### config.mk
export PLATFORM = sky130hd
export DESIGN_NAME = site_genotype_caller
export DESIGN_NICKNAME = d
export VERILOG_FILES = /design/src/design/sgc_pkg.sv /design/src/design/sgc_front.sv /design/src/design/sgc_accum.sv /design/src/design/site_genotype_caller.sv
export SDC_FILE = /design/constraint.sdc
export NUM_CORES = 2
export LEC_CHECK = 0
export BUFFER_PORTS_ARGS = -buffer_cell sky130_fd_sc_hd__clkbuf_2
export CORE_UTILIZATION = 55
export DETAILED_ROUTE_END_ITERATION = 8
export GPL_TIMING_DRIVEN = 0
export PLACE_DENSITY = 0.73
export SLEW_MARGIN = 5
export SYNTH_ARGS = -nofsm -noshare
export SYNTH_HDL_FRONTEND = slang
export SYNTH_SLANG_ARGS = --single-unit
export TNS_END_PERCENT = 10
### constraint.sdc
create_clock -name clk -period 20.2 [get_ports clk]
set_input_delay 4.04 -clock clk [delete_from_list [all_inputs] [get_ports clk]]
set_output_delay 4.04 -clock clk [all_outputs]
set_load 0.01 [all_outputs]
### src/design/sgc_pkg.sv
`default_nettype none

package sgc_pkg;

  // Frequency format: Q1.16, one is 2^16
  localparam int FREQ_BITS = 16;
  localparam int FREQ_W    = FREQ_BITS + 1;
  localparam int SUM_W     = 48;
  localparam int CNT16_W   = 16;
  localparam int CNT24_W   = 24;
  localparam int DIV_W     = 2 * FREQ_BITS;       // 2f(1-f), below 2^32
  localparam int DVG_W     = 2 * FREQ_BITS + 1;   // fx(1-fy)+fy(1-fx), up to 2^32

  localparam logic [FREQ_W-1:0] FREQ_ONE = FREQ_W'(1) << FREQ_BITS;

  // Threshold reset values
  localparam logic [FREQ_W-1:0] STRONG_RESET = 17'd62259;
  localparam logic [FREQ_W-1:0] WEAK_RESET   = 17'd52429;

  // Configuration register indexes
  localparam logic CFG_STRONG = 1'b0;
  localparam logic CFG_WEAK   = 1'b1;

  // Request codes
  localparam logic [1:0] REQ_POLY = 2'd0;
  localparam logic [1:0] REQ_PAIR = 2'd1;
  localparam logic [1:0] REQ_END  = 2'd2;

  // Characters
  localparam logic [7:0] CH_N_UP  = 8'h4E;  // 'N'
  localparam logic [7:0] CH_N_LOW = 8'h6E;  // 'n'
  localparam logic [7:0] CH_X     = 8'h58;  // 'X'
  localparam logic [7:0] CH_A     = 8'h41;
  localparam logic [7:0] CH_C     = 8'h43;
  localparam logic [7:0] CH_G     = 8'h47;
  localparam logic [7:0] CH_T     = 8'h54;

  typedef enum logic [2:0] {
    BC_UNK,
    BC_A,
    BC_C,
    BC_G,
    BC_T,
    BC_BAD
  } base_code_t;

  typedef enum logic [1:0] {
    MK_POLY,
    MK_PLAIN,
    MK_STATS
  } mid_kind_t;

  typedef struct packed {
    logic [1:0]        req_type;
    logic [FREQ_W-1:0] freq_first;
    logic [FREQ_W-1:0] freq_second;
    logic [7:0]        allele_one;
    logic [7:0]        allele_two;
    logic [7:0]        base_left;
    logic [7:0]        base_right;
    logic              last_pair;
  } in_t;

  typedef struct packed {
    logic [7:0]         x_char;
    logic [7:0]         y_char;
    logic               char_valid;
    logic               stats_valid;
    logic [CNT16_W-1:0] poly_count;
    logic [CNT16_W-1:0] fixed_count;
    logic [CNT24_W-1:0] called_count;
    logic [CNT24_W-1:0] site_count;
    logic [SUM_W-1:0]   div_x_sum;
    logic [SUM_W-1:0]   div_y_sum;
    logic [SUM_W-1:0]   divergence_sum;
    logic               bad_base;
  } out_t;

  // Work handed from the call stage to the accumulate stage
  typedef struct packed {
    mid_kind_t        kind;
    logic [7:0]       x_char;
    logic [7:0]       y_char;
    logic             bad_base;
    logic             called;
    logic             fixed_diff;
    logic [DIV_W-1:0] div_x;
    logic [DIV_W-1:0] div_y;
    logic [DVG_W-1:0] dvg;
  } mid_t;

endpackage

`default_nettype wire

### src/design/sgc_front.sv
`default_nettype none

module sgc_front (
  input  wire logic                          clk,
  input  wire logic                          rst_n,
  input  wire logic                          in_valid,
  output logic                               in_stall,
  input  wire sgc_pkg::in_t                  in_data,
  input  wire logic [sgc_pkg::FREQ_W-1:0]    strong_thr,
  input  wire logic [sgc_pkg::FREQ_W-1:0]    weak_thr,
  input  wire logic                          mid_free,
  output logic                               mid_valid,
  output sgc_pkg::mid_t                      mid_data
);

  localparam int FW = sgc_pkg::FREQ_W;
  localparam int PW = 2 * FW;

  function automatic logic [7:0] up_ascii(input logic [7:0] c);
    up_ascii = (c >= 8'h61 && c <= 8'h7A) ? c - 8'd32 : c;
  endfunction

  function automatic logic [7:0] low_ascii(input logic [7:0] c);
    low_ascii = (c >= 8'h41 && c <= 8'h5A) ? c + 8'd32 : c;
  endfunction

  // f <= ONE - t, never true when t is above one
  function automatic logic below_mirror(input logic [FW-1:0] f, input logic [FW-1:0] t);
    logic [FW:0] s;
    s = {1'b0, f} + {1'b0, t};
    below_mirror = (t <= sgc_pkg::FREQ_ONE) && (s <= {1'b0, sgc_pkg::FREQ_ONE});
  endfunction

  function automatic sgc_pkg::base_code_t base_code(input logic [7:0] c);
    case (c)
      8'h61, 8'h41: base_code = sgc_pkg::BC_A;
      8'h63, 8'h43: base_code = sgc_pkg::BC_C;
      8'h67, 8'h47: base_code = sgc_pkg::BC_G;
      8'h74, 8'h54: base_code = sgc_pkg::BC_T;
      8'h2E, 8'h6E, 8'h4E: base_code = sgc_pkg::BC_UNK;
      default: base_code = sgc_pkg::BC_BAD;
    endcase
  endfunction

  function automatic logic [3:0] base_bit(input sgc_pkg::base_code_t c);
    case (c)
      sgc_pkg::BC_A: base_bit = 4'b0001;
      sgc_pkg::BC_C: base_bit = 4'b0010;
      sgc_pkg::BC_G: base_bit = 4'b0100;
      sgc_pkg::BC_T: base_bit = 4'b1000;
      default: base_bit = 4'b0000;
    endcase
  endfunction

  logic            s1_valid_r, s1_valid_nxt;
  sgc_pkg::in_t    s1_data_r;
  logic            s1_go, fwd, in_xfer;
  logic            mid_valid_r;
  sgc_pkg::mid_t   mid_data_r, mid_nxt;
  logic [3:0]      pres_r, pres_nxt, pres_cur;
  logic            bad_r, bad_nxt, bad_cur;
  sgc_pkg::base_code_t code_l, code_r;
  logic [FW-1:0]   fx, fy, omx, omy;
  logic [PW-1:0]   px, py, pxy, dvg_full;
  logic [7:0]      x_ch, y_ch, plain_ch;
  logic            fixed_diff;

  // Items that produce a result move on to the next stage
  assign fwd = (s1_data_r.req_type == sgc_pkg::REQ_POLY) ||
               (s1_data_r.req_type == sgc_pkg::REQ_END) ||
               ((s1_data_r.req_type == sgc_pkg::REQ_PAIR) && s1_data_r.last_pair);
  assign s1_go    = s1_valid_r && (!fwd || mid_free);
  assign in_stall = s1_valid_r && !s1_go;
  assign in_xfer  = in_valid && !in_stall;

  always_comb begin
    s1_valid_nxt = s1_valid_r;
    if (in_xfer) begin
      s1_valid_nxt = 1'b1;
    end else if (s1_go) begin
      s1_valid_nxt = 1'b0;
    end
  end

  // Input register
  always_ff @(posedge clk) begin
    if (!rst_n) begin
      s1_valid_r <= 1'b0;
    end else begin
      s1_valid_r <= s1_valid_nxt;
    end
    if (in_xfer) begin
      s1_data_r <= in_data;
    end
  end

  // Clamp frequencies to one
  assign fx  = (s1_data_r.freq_first > sgc_pkg::FREQ_ONE) ? sgc_pkg::FREQ_ONE
                                                           : s1_data_r.freq_first;
  assign fy  = (s1_data_r.freq_second > sgc_pkg::FREQ_ONE) ? sgc_pkg::FREQ_ONE
                                                            : s1_data_r.freq_second;
  assign omx = sgc_pkg::FREQ_ONE - fx;
  assign omy = sgc_pkg::FREQ_ONE - fy;

  // Diversity and divergence products; divergence is ONE*(fx+fy) - 2*fx*fy
  assign px       = PW'(fx) * PW'(omx);
  assign py       = PW'(fy) * PW'(omy);
  assign pxy      = PW'(fx) * PW'(fy);
  assign dvg_full = ((PW'(fx) + PW'(fy)) << sgc_pkg::FREQ_BITS) - (pxy << 1);

  // Call characters for each copy
  always_comb begin
    if (fx >= strong_thr) begin
      x_ch = up_ascii(s1_data_r.allele_one);
    end else if (fx >= weak_thr) begin
      x_ch = low_ascii(s1_data_r.allele_one);
    end else if (below_mirror(fx, strong_thr)) begin
      x_ch = up_ascii(s1_data_r.allele_two);
    end else if (below_mirror(fx, weak_thr)) begin
      x_ch = low_ascii(s1_data_r.allele_two);
    end else begin
      x_ch = sgc_pkg::CH_N_LOW;
    end
    if (fy >= strong_thr) begin
      y_ch = up_ascii(s1_data_r.allele_one);
    end else if (fy >= weak_thr) begin
      y_ch = low_ascii(s1_data_r.allele_one);
    end else if (below_mirror(fy, strong_thr)) begin
      y_ch = up_ascii(s1_data_r.allele_two);
    end else if (below_mirror(fy, weak_thr)) begin
      y_ch = low_ascii(s1_data_r.allele_two);
    end else begin
      y_ch = sgc_pkg::CH_N_LOW;
    end
  end

  assign fixed_diff = ((fx >= strong_thr) && below_mirror(fy, strong_thr)) ||
                      ((fy >= strong_thr) && below_mirror(fx, strong_thr));

  // Plain-site tally including the current pair
  assign code_l   = base_code(s1_data_r.base_left);
  assign code_r   = base_code(s1_data_r.base_right);
  assign pres_cur = pres_r | base_bit(code_l) | base_bit(code_r);
  assign bad_cur  = bad_r || (code_l == sgc_pkg::BC_BAD) || (code_r == sgc_pkg::BC_BAD);

  always_comb begin
    plain_ch = sgc_pkg::CH_N_UP;
    if (!bad_cur && (pres_cur != 4'b0000)) begin
      if (!$onehot(pres_cur)) begin
        plain_ch = sgc_pkg::CH_X;
      end else if (pres_cur[0]) begin
        plain_ch = sgc_pkg::CH_A;
      end else if (pres_cur[1]) begin
        plain_ch = sgc_pkg::CH_C;
      end else if (pres_cur[2]) begin
        plain_ch = sgc_pkg::CH_G;
      end else begin
        plain_ch = sgc_pkg::CH_T;
      end
    end
  end

  // Advance or clear the tally as items leave the input register
  always_comb begin
    pres_nxt = pres_r;
    bad_nxt  = bad_r;
    if (s1_go) begin
      case (s1_data_r.req_type)
        sgc_pkg::REQ_POLY, sgc_pkg::REQ_END: begin
          pres_nxt = 4'b0000;
          bad_nxt  = 1'b0;
        end
        sgc_pkg::REQ_PAIR: begin
          if (s1_data_r.last_pair) begin
            pres_nxt = 4'b0000;
            bad_nxt  = 1'b0;
          end else begin
            pres_nxt = pres_cur;
            bad_nxt  = bad_cur;
          end
        end
        default: begin
          pres_nxt = pres_r;
          bad_nxt  = bad_r;
        end
      endcase
    end
  end

  always_ff @(posedge clk) begin
    if (!rst_n) begin
      pres_r <= 4'b0000;
      bad_r  <= 1'b0;
    end else begin
      pres_r <= pres_nxt;
      bad_r  <= bad_nxt;
    end
  end

  // Build the work for the accumulate stage
  always_comb begin
    mid_nxt            = '0;
    mid_nxt.div_x      = {px[sgc_pkg::DIV_W-2:0], 1'b0};
    mid_nxt.div_y      = {py[sgc_pkg::DIV_W-2:0], 1'b0};
    mid_nxt.dvg        = dvg_full[sgc_pkg::DVG_W-1:0];
    mid_nxt.fixed_diff = fixed_diff;
    case (s1_data_r.req_type)
      sgc_pkg::REQ_POLY: begin
        mid_nxt.kind   = sgc_pkg::MK_POLY;
        mid_nxt.x_char = x_ch;
        mid_nxt.y_char = y_ch;
      end
      sgc_pkg::REQ_PAIR: begin
        mid_nxt.kind     = sgc_pkg::MK_PLAIN;
        mid_nxt.x_char   = plain_ch;
        mid_nxt.y_char   = plain_ch;
        mid_nxt.bad_base = bad_cur;
        mid_nxt.called   = !bad_cur && (pres_cur != 4'b0000);
      end
      default: begin
        mid_nxt.kind = sgc_pkg::MK_STATS;
      end
    endcase
  end

  // Product register
  always_ff @(posedge clk) begin
    if (!rst_n) begin
      mid_valid_r <= 1'b0;
    end else if (mid_free) begin
      mid_valid_r <= s1_go && fwd;
    end
    if (mid_free && s1_go && fwd) begin
      mid_data_r <= mid_nxt;
    end
  end

  assign mid_valid = mid_valid_r;
  assign mid_data  = mid_data_r;

endmodule

`default_nettype wire

### src/design/sgc_accum.sv
`default_nettype none

module sgc_accum (
  input  wire logic           clk,
  input  wire logic           rst_n,
  input  wire logic           mid_valid,
  input  wire sgc_pkg::mid_t  mid_data,
  output logic                mid_free,
  output logic                out_valid,
  input  wire logic           out_stall,
  output sgc_pkg::out_t       out_data
);

  localparam int SW  = sgc_pkg::SUM_W;
  localparam int C16 = sgc_pkg::CNT16_W;
  localparam int C24 = sgc_pkg::CNT24_W;

  function automatic logic [SW-1:0] sat_add(input logic [SW-1:0] acc,
                                             input logic [SW-1:0] v);
    logic [SW:0] s;
    s = {1'b0, acc} + {1'b0, v};
    sat_add = s[SW] ? '1 : s[SW-1:0];
  endfunction

  function automatic logic [C16-1:0] inc16(input logic [C16-1:0] c);
    inc16 = (c == '1) ? c : c + C16'(1);
  endfunction

  function automatic logic [C24-1:0] inc24(input logic [C24-1:0] c);
    inc24 = (c == '1) ? c : c + C24'(1);
  endfunction

  logic            out_free, mid_go;
  logic            o_valid_r;
  sgc_pkg::out_t   o_data_r, o_nxt;
  logic [C16-1:0]  poly_r, poly_nxt, fixed_r, fixed_nxt;
  logic [C24-1:0]  called_r, called_nxt, site_r, site_nxt;
  logic [SW-1:0]   dx_r, dx_nxt, dy_r, dy_nxt, dvg_r, dvg_nxt;

  // Every item here produces a result, so it moves only into a free output slot
  assign out_free = !o_valid_r || !out_stall;
  assign mid_go   = mid_valid && out_free;
  assign mid_free = !mid_valid || out_free;

  // Accumulate and build the result
  always_comb begin
    poly_nxt   = poly_r;
    fixed_nxt  = fixed_r;
    called_nxt = called_r;
    site_nxt   = site_r;
    dx_nxt     = dx_r;
    dy_nxt     = dy_r;
    dvg_nxt    = dvg_r;
    o_nxt      = '0;
    case (mid_data.kind)
      sgc_pkg::MK_POLY: begin
        dx_nxt     = sat_add(dx_r, SW'(mid_data.div_x));
        dy_nxt     = sat_add(dy_r, SW'(mid_data.div_y));
        dvg_nxt    = sat_add(dvg_r, SW'(mid_data.dvg));
        fixed_nxt  = mid_data.fixed_diff ? inc16(fixed_r) : fixed_r;
        poly_nxt   = inc16(poly_r);
        called_nxt = inc24(called_r);
        site_nxt   = inc24(site_r);
        o_nxt.x_char     = mid_data.x_char;
        o_nxt.y_char     = mid_data.y_char;
        o_nxt.char_valid = 1'b1;
      end
      sgc_pkg::MK_PLAIN: begin
        called_nxt = mid_data.called ? inc24(called_r) : called_r;
        site_nxt   = inc24(site_r);
        o_nxt.x_char     = mid_data.x_char;
        o_nxt.y_char     = mid_data.y_char;
        o_nxt.char_valid = 1'b1;
        o_nxt.bad_base   = mid_data.bad_base;
      end
      default: begin
        o_nxt.stats_valid    = 1'b1;
        o_nxt.poly_count     = poly_r;
        o_nxt.fixed_count    = fixed_r;
        o_nxt.called_count   = called_r;
        o_nxt.site_count     = site_r;
        o_nxt.div_x_sum      = dx_r;
        o_nxt.div_y_sum      = dy_r;
        o_nxt.divergence_sum = dvg_r;
        poly_nxt   = '0;
        fixed_nxt  = '0;
        called_nxt = '0;
        site_nxt   = '0;
        dx_nxt     = '0;
        dy_nxt     = '0;
        dvg_nxt    = '0;
      end
    endcase
  end

  // Contig counters and sums
  always_ff @(posedge clk) begin
    if (!rst_n) begin
      poly_r   <= '0;
      fixed_r  <= '0;
      called_r <= '0;
      site_r   <= '0;
      dx_r     <= '0;
      dy_r     <= '0;
      dvg_r    <= '0;
    end else if (mid_go) begin
      poly_r   <= poly_nxt;
      fixed_r  <= fixed_nxt;
      called_r <= called_nxt;
      site_r   <= site_nxt;
      dx_r     <= dx_nxt;
      dy_r     <= dy_nxt;
      dvg_r    <= dvg_nxt;
    end
  end

  // Result register
  always_ff @(posedge clk) begin
    if (!rst_n) begin
      o_valid_r <= 1'b0;
    end else if (out_free) begin
      o_valid_r <= mid_go;
    end
    if (mid_go) begin
      o_data_r <= o_nxt;
    end
  end

  assign out_valid = o_valid_r;
  assign out_data  = o_data_r;

  a_one_kind: assert property (@(posedge clk) disable iff (!rst_n)
    o_valid_r |-> (o_data_r.char_valid ^ o_data_r.stats_valid))
    else $error("result carries both or neither of characters and statistics");

  a_no_overwrite: assert property (@(posedge clk) disable iff (!rst_n)
    (o_valid_r && out_stall) |-> !mid_go)
    else $error("accumulate stage advanced into a held result");

  a_stats_clear: assert property (@(posedge clk) disable iff (!rst_n)
    (mid_go && mid_data.kind == sgc_pkg::MK_STATS) |=>
      (poly_r == '0 && site_r == '0 && dx_r == '0 && dvg_r == '0))
    else $error("counters not cleared after statistics report");

  a_called_le_site: assert property (@(posedge clk) disable iff (!rst_n)
    called_r <= site_r)
    else $error("called site count exceeds site count");

endmodule

`default_nettype wire

### src/design/site_genotype_caller.sv
`default_nettype none

// Per-site caller for the two sex-linked copies of one contig. Each transfer on
// the input channel is a polymorphic site, one genotype pair of a plain site, or
// an end-of-contig marker; sites and the last pair of a plain site return one
// character result, end of contig returns the saturated counters and Q16.32 sums
// and clears them. The block takes one item per cycle while the output is not stalled. An
// item passes an input register, a register after the frequency multipliers (three
// 17x17 products per site), and the result register behind the 48-bit saturating
// accumulators. The user must write thresholds through the cfg port only while no item
// is in flight; the block itself does not enforce this.
module site_genotype_caller (
  input  wire logic                        clk,
  input  wire logic                        rst_n,
  input  wire logic                        in_valid,
  output logic                             in_stall,
  input  wire sgc_pkg::in_t                in_data,
  output logic                             out_valid,
  input  wire logic                        out_stall,
  output sgc_pkg::out_t                    out_data,
  input  wire logic                        cfg_wr_en,
  input  wire logic                        cfg_index,
  input  wire logic [sgc_pkg::FREQ_W-1:0]  cfg_data
);

  logic [sgc_pkg::FREQ_W-1:0] strong_r, weak_r;
  logic                       mid_valid, mid_free;
  sgc_pkg::mid_t              mid_data;

  // Threshold registers
  always_ff @(posedge clk) begin
    if (!rst_n) begin
      strong_r <= sgc_pkg::STRONG_RESET;
      weak_r   <= sgc_pkg::WEAK_RESET;
    end else if (cfg_wr_en) begin
      case (cfg_index)
        sgc_pkg::CFG_STRONG: strong_r <= cfg_data;
        sgc_pkg::CFG_WEAK:   weak_r   <= cfg_data;
        default: strong_r <= strong_r;
      endcase
    end
  end

  sgc_front u_front (
    .clk        (clk),
    .rst_n      (rst_n),
    .in_valid   (in_valid),
    .in_stall   (in_stall),
    .in_data    (in_data),
    .strong_thr (strong_r),
    .weak_thr   (weak_r),
    .mid_free   (mid_free),
    .mid_valid  (mid_valid),
    .mid_data   (mid_data)
  );

  sgc_accum u_accum (
    .clk       (clk),
    .rst_n     (rst_n),
    .mid_valid (mid_valid),
    .mid_data  (mid_data),
    .mid_free  (mid_free),
    .out_valid (out_valid),
    .out_stall (out_stall),
    .out_data  (out_data)
  );

endmodule

`default_nettype wire

# [Yosys cells after proc, flatten, opt, wreduce, memory -nomap -nowiden]
# Index checks and enable logic that the tools add are counted.
[totals] input_bits=92 ff_bits=694 word_cells=245 output_inout_bits=245
[classes] eq_ne=45 n_mul=3 n_lt_le_gt_ge=20 n_reduce_logical=59 n_bitwise=4 add_sub_neg=22 muxes=49
[op_table] operator="one-hot mux 48 bit (2 select lines)" count=3
[op_table] operator="2-to-1 mux 225 bit" count=1
[op_table] operator="== test 8 x 7 -> 1 bit, second input constant" count=20
[op_table] operator="2-to-1 mux 48 bit" count=3
[op_table] operator="2-to-1 mux 8 bit" count=16
[op_table] operator="adder 48 x 32 -> 49 bit" count=2
[op_table] operator="2-to-1 mux 24 bit" count=4
[op_table] operator="one-hot mux 16 bit (2 select lines)" count=3
[op_table] operator="adder 17 x 17 -> 18 bit" count=4
[op_table] operator="<= comparator 18 x 17 -> 1 bit, second input constant" count=4
[op_table] operator=">= comparator 17 bit" count=4
[op_table] operator="multiplier 17 x 17 -> 31 bit" count=2
[op_table] operator="adder 48 x 33 -> 49 bit" count=1
[op_table] operator="adder 24 x 1 -> 24 bit, second input constant" count=2
[op_table] operator="== test 24 bit, second input constant" count=2
[op_table] operator="2-to-1 mux 16 bit" count=3
[op_table] operator="one-hot mux 24 bit (2 select lines)" count=1
[op_table] operator="greater-than comparator 17 bit, second input constant" count=2
[op_table] operator="<= comparator 17 bit, second input constant" count=2
[op_table] operator="2-to-1 mux 17 bit" count=2
[op_table] operator="subtractor 17 bit, first input constant" count=2
[op_table] operator="subtractor 33 bit" count=1
[op_table] operator="adder 16 x 1 -> 16 bit, second input constant" count=2
[op_table] operator="== test 16 bit, second input constant" count=2
[op_table] operator="36 further kinds" count=114

# [Longest topological paths before layout]
[logic_depth] word_depth=13 depth_mapped=42 ltp_nobuf=38

# [Hierarchy]
# A second synthesis with hierarchy kept.
[unflattened] cells_unflattened=7441 area_unflattened_um2=68109.1
[by_module_without_submodules] module="sgc_front" instances=1 area_per_inst_um2=42753.5 seq_area_each_um2=5635.4 cells_per_inst=4779
[by_module_without_submodules] module="sgc_accum" instances=1 area_per_inst_um2=23974.2 seq_area_each_um2=11801.3 cells_per_inst=2509
[by_module_without_submodules] module="site_genotype_caller" instances=1 area_per_inst_um2=1381.3 seq_area_each_um2=680.7 cells_per_inst=153

# [Worst setup path after synthesis]
# No wires, ideal clock.
[synth_timing] path_kind="input to register" from="input port out_stall" to="register u_accum.dx_r[45]" arrival_ns=11.316 stages=9 t_required_ns=20.138 n_path_buf=2 setup_ns=0.062 setup_slack_ns=8.822 cell_sequence="nand2_1 -> nand2_1 -> inv_1 -> nand2_1 -> nor2_1 -> clkbuf_1 -> clkbuf_1 -> o311ai_0 -> nand3_1"
[synth_via] elab_chain_cells=4
[synth_rtl] item="from (decl)" line="site_genotype_caller.sv:19" source="input wire logic out_stall,"
[synth_rtl] item="zero test 1 bit" line="sgc_accum.sv:41" source="assign out_free = !o_valid_r || !out_stall;"
[synth_rtl] item="logical OR 1 bit" line="sgc_accum.sv:41"
[synth_rtl] item="logical AND 1 bit" line="sgc_accum.sv:42" source="assign mid_go = mid_valid && out_free;"
[synth_rtl] item="named net u_accum.mid_go" line="sgc_accum.sv:33" source="logic out_free, mid_go;"
[synth_rtl] item="AND reduction 2 bit (no line)"
[synth_rtl] item="to (signal assigned)" line="sgc_accum.sv:111" source="dx_r <= dx_nxt;"
[synth_rtl] item="to (decl)" line="sgc_accum.sv:38" source="logic [SW-1:0] dx_r, dx_nxt, dy_r, dy_nxt, dvg_r, dvg_nxt;"
# The timed path passes the listed nets, and every way through them passes these cells.
# A chain may end at the register's enable or synchronous reset.

# [Final worst setup path]
[layout_timing] from="register u_front.s1_data_r[48] (netlist bit)" to="register u_front.mid_data_r (netlist bit u_front.mid_data[32]), data pin"
[layout_via] elab_chain_cells=4 elab_cells_between_ends=5 classes_between="2 x add/sub; 1 x mul; 1 x order compare; 1 x mux"
[layout_rtl] item="from (decl)" line="sgc_front.sv:56" source="sgc_pkg::in_t s1_data_r;"
[layout_rtl] item="from (signal assigned)" line="sgc_front.sv:93" source="s1_data_r <= in_data;"
[layout_rtl] item="greater-than comparator 17 bit" line="sgc_front.sv:100" source="assign fy = (s1_data_r.freq_second > sgc_pkg::FREQ_ONE) ? sgc_pkg::FREQ_ONE"
[layout_rtl] item="2-to-1 mux 17 bit *" line="sgc_front.sv:100"
[layout_rtl] item="multiplier 17 x 17 -> 32 bit / adder 17 bit (equally long branches)" line="sgc_front.sv:108, sgc_front.sv:109"
[layout_rtl] item="subtractor 33 bit *" line="sgc_front.sv:109" source="assign dvg_full = ((PW'(fx) + PW'(fy)) << sgc_pkg::FREQ_BITS) - (pxy << 1);"
[layout_rtl] item="named net u_front.dvg_full[32]" line="sgc_front.sv:64" source="logic [PW-1:0] px, py, pxy, dvg_full;"
[layout_rtl] item="to (signal assigned)" line="sgc_front.sv:234" source="mid_data_r <= mid_nxt;"
[layout_rtl] item="to (decl)" line="sgc_front.sv:59" source="sgc_pkg::mid_t mid_data_r, mid_nxt;"
# The timed path passes the listed nets; every way through them passes the cells marked *.

==> run metrics <==
CP bufs+invs=8; CTS resizes=0; top-area cell type share of the netlist area=0.2037; Worst EP arrival=13.01 ns; CTS clk-pin slew, worst paths=0.07 ns; Required @ worst endpoint=20.62 ns; status=finished, violations left; Routed WL=210.8 mm; Num Clock Sinks=692; Fin Clk Skew=0.04277 ns; hold_buf cts=0; worst min path class=reg2reg; startpoint types=flip-flop; LEAKAGE=0.03338 uW; Crit-path slowest cell=o41ai_1; Die W=349.6 um; Syn Area/Cell=9.231 um2; floorplan core area=0.1198 mm2; period utilization=0.6230; Post-synth EDFFs=426; CTS tree=built; ANT nets after route=0; Cell Pwr Density=113.6 mW/mm2; dominant cell type by area after synthesis=fa_1; Distinct cells, synth=98; die area=0.1222 mm2; Crit path max-delay family=compound AO/OA/AOI/OAI gates; slew margin rel.=0.01042; NumNets Final=8,997; share of layout cells above drive strength 1=0.07337; Max-Cap Viols=1; CP Class=reg2reg; critical-path maximum fanout=10; Power, Total=8282 uW; Port Buffers=335; Setup TNS Final=0 ns; initial core utilization=0.5546; Die Y-Extent=349.6 um; CP max stage delay=1.17 ns; Post-Syn Instances=7,198; first-pass GRT wire length=317.9 mm; IO Count=337; largest net degree at the start of global routing=133; Rows=127; ys async rst share=0; Setup Buffers After CTS=0; GPL Wtd Cong=0.9819; total CTS buffers=75; # H-tree levels=3; first-pass iteration count of the detailed router=7; CTS root buffer=clkbuf_16; failing checks=max-capacitance violations; most used cell, CP=fa_1; initial detailed-routing violation count=5,644; peak supply drop=0.0002109 V; Remaining DRCs=0; CTS Buffer Depth=3; worst skew pair latency=0.71 ns; Post-Syn Area=0.06644 mm2; kind of end point of the critical path=flip-flop; final hold viol count=0; initial antenna violation count=6; Slew @ Worst Pin=1.484 ns; Max Fclk=79.47 MHz; vias in the first global route=53,390; Pins Over Slew Limit=0; area grow syn2layout=9.758%; yosys warns=0; RSZ-0062 raised after global routing=false; overflow left after global routing=0; Setup Viol. Count Final=0; Synth Register Bits=692; detailed placement HPWL=166.2 mm; Vias/cell=5.855; share of synthesized area occupied by flip-flops and latches=0.2727; Via Count=54,530; minimum clock period after layout=12.58 ns; leading cell types by total area after synthesis=fa_1, edfxtp_1, ha_1; Wirelength per Cell=22.63 um; prevailing post-synth register cell=edfxtp_1; fillers=10,380; All-Layer GR Usage=0.3444
[report_power, final]
part	leakage [uW]	internal [uW]	switching [uW]	total, uW
clock network	0.00122	788	624	1410
logic	0.0259	1890	3120	5010
registers	0.00627	1780	82.4	1870
[registers in the layout, summed over array words and instances (netlist names)]
signal              cells
strong_r               17
u_accum.called_r       24
u_accum.dvg_r          48
u_accum.dx_r           48
u_accum.dy_r           48
u_accum.fixed_r        16
u_accum.out_data      243
u_accum.out_valid       1
u_accum.poly_r         16
u_accum.site_r         24
u_front.bad_r           1
u_front.mid_data      114
u_front.mid_valid       1
u_front.pres_r          4
u_front.s1_data_r      69
u_front.s1_valid_r      1
weak_r                 17
[worst paths after layout]
path | start | endpoint | slack [ns] | depth (start not counted)
worst max-delay path | u_front.s1_data_r[48] | u_front.mid_data[32] | 7.62 | 39
worst min-delay path | u_front.bad_r | u_front.bad_r | 0.46 | 2
worst max register to register | u_front.s1_data_r[48] | u_front.mid_data[32] | 7.62 | 39
worst min register to register | u_front.bad_r | u_front.bad_r | 0.46 | 2
[cell type report]
| cell class | count | area (um2) | area share |
|---|---|---|---|
| Clock inverter | 43 | 521.8 | 0.007154 |
| Tap cell | 1612 | 2017 | 0.02766 |
| Buffer | 270 | 1060 | 0.01453 |
| Sequential cell | 692 | 18120 | 0.2484 |
| Inverter | 1052 | 3956 | 0.05425 |
| Clock buffer | 96 | 2009 | 0.02755 |
| Antenna cell | 1 | 2.502 | 0.00003431 |
| Timing Repair Buffer | 340 | 1787 | 0.02450 |
| Multi-Input combinational cell | 5208 | 43460 | 0.5959 |
[worst reg2reg max path, delay by kind of cell, from the launching register on]
| family | cells | cell delay, ns |
|---|---|---|
| buf+inv | 8 | 2.10 |
| fa+ha+maj | 8 | 3.59 |
| flops | 1 | 0.58 |
| xor+xnor | 2 | 0.30 |
| simple gates | 6 | 1.66 |
| compound gates | 15 | 4.12 |
[cell usage in the layout, fill, tap and decap left out, types with 26 or more instances in the layout]
cell type | synthesis | layout
inv_1 | 1051 | 1050
fa_1 | 676 | 676
ha_1 | 590 | 590
nor2_1 | 581 | 581
nand2_1 | 571 | 571
edfxtp_1 | 426 | 426
nand2b_1 | 380 | 380
a21oi_1 | 370 | 370
clkbuf_2 | 1 | 352
o21ai_0 | 278 | 278
dfxtp_1 | 266 | 266
and2_1 | 241 | 241
clkbuf_1 | 241 | 240
xnor2_1 | 163 | 163
a21o_1 | 144 | 144
nand3_1 | 119 | 119
nor3_1 | 104 | 103
xor2_1 | 98 | 98
nor2b_1 | 90 | 89
clkbuf_16 | 0 | 75
o21a_1 | 54 | 54
and3_1 | 55 | 54
nand4_1 | 51 | 51
a31oi_1 | 51 | 51
or3_1 | 46 | 46
nor4_1 | 46 | 46
o21bai_1 | 41 | 41
o211ai_1 | 37 | 37
a211oi_1 | 28 | 28
o31ai_1 | 27 | 27
or2_2 | 26 | 26
conb_1 | 2 | 26
[per-stage QoR]
| stage | std cells | utilization | hold slack (ns) | instance area [um2] | setup WS [ns] |
|---|---|---|---|---|---|
| after floorplan | 7222 | - | 0.4285 | 66530 | 8.822 |
| final | 9314 | 0.6087 | 0.4554 | 72930 | 7.616 |
| after CTS | 9313 | 0.6086 | 0.4568 | 72920 | 8.035 |
| after global placement | 9169 | 0.5861 | 0.4426 | 70230 | 4.204 |
| after global routing | 9313 | 0.6086 | 0.4758 | 72920 | 7.225 |
| after detailed placement | 9174 | 0.5875 | 0.4481 | 70390 | 8.052 |
[cells in the mapped netlist (16+ instances only)]
library cell and number:
inv_1 1051, fa_1 676, ha_1 590, nor2_1 581
nand2_1 571, edfxtp_1 426, nand2b_1 380, a21oi_1 370
o21ai_0 278, dfxtp_1 266, and2_1 241, clkbuf_1 241
xnor2_1 163, a21o_1 144, nand3_1 119, nor3_1 104
xor2_1 98, nor2b_1 90, and3_1 55, o21a_1 54
a31oi_1 51, nand4_1 51, nor4_1 46, or3_1 46
o21bai_1 41, o211ai_1 37, a211oi_1 28, o31ai_1 27
or2_2 26, buf_1 19, a22oi_1 16
[logic make-up after synthesis]
group           share of synthesized area
mux                              0.002655
fa+ha+maj                          0.3148
simple gates                       0.1772
compound gates                     0.1232
buf+inv                           0.07491
flops                              0.2727
xor+xnor                          0.03440
other cells                     0.0001130
[metal layers]
layer / track usage / vias to the layer above / routed length [um]
met4: 0.1540 / 4 / 10370
met5: 0 / - / 27
met3: 0.06809 / 496 / 20820
li1: - / 24720 / -
met2: 0.5364 / 2675 / 92900
met1: 0.4653 / 26640 / 86670
No activity file was read; power rests on OpenSTA's default activity.
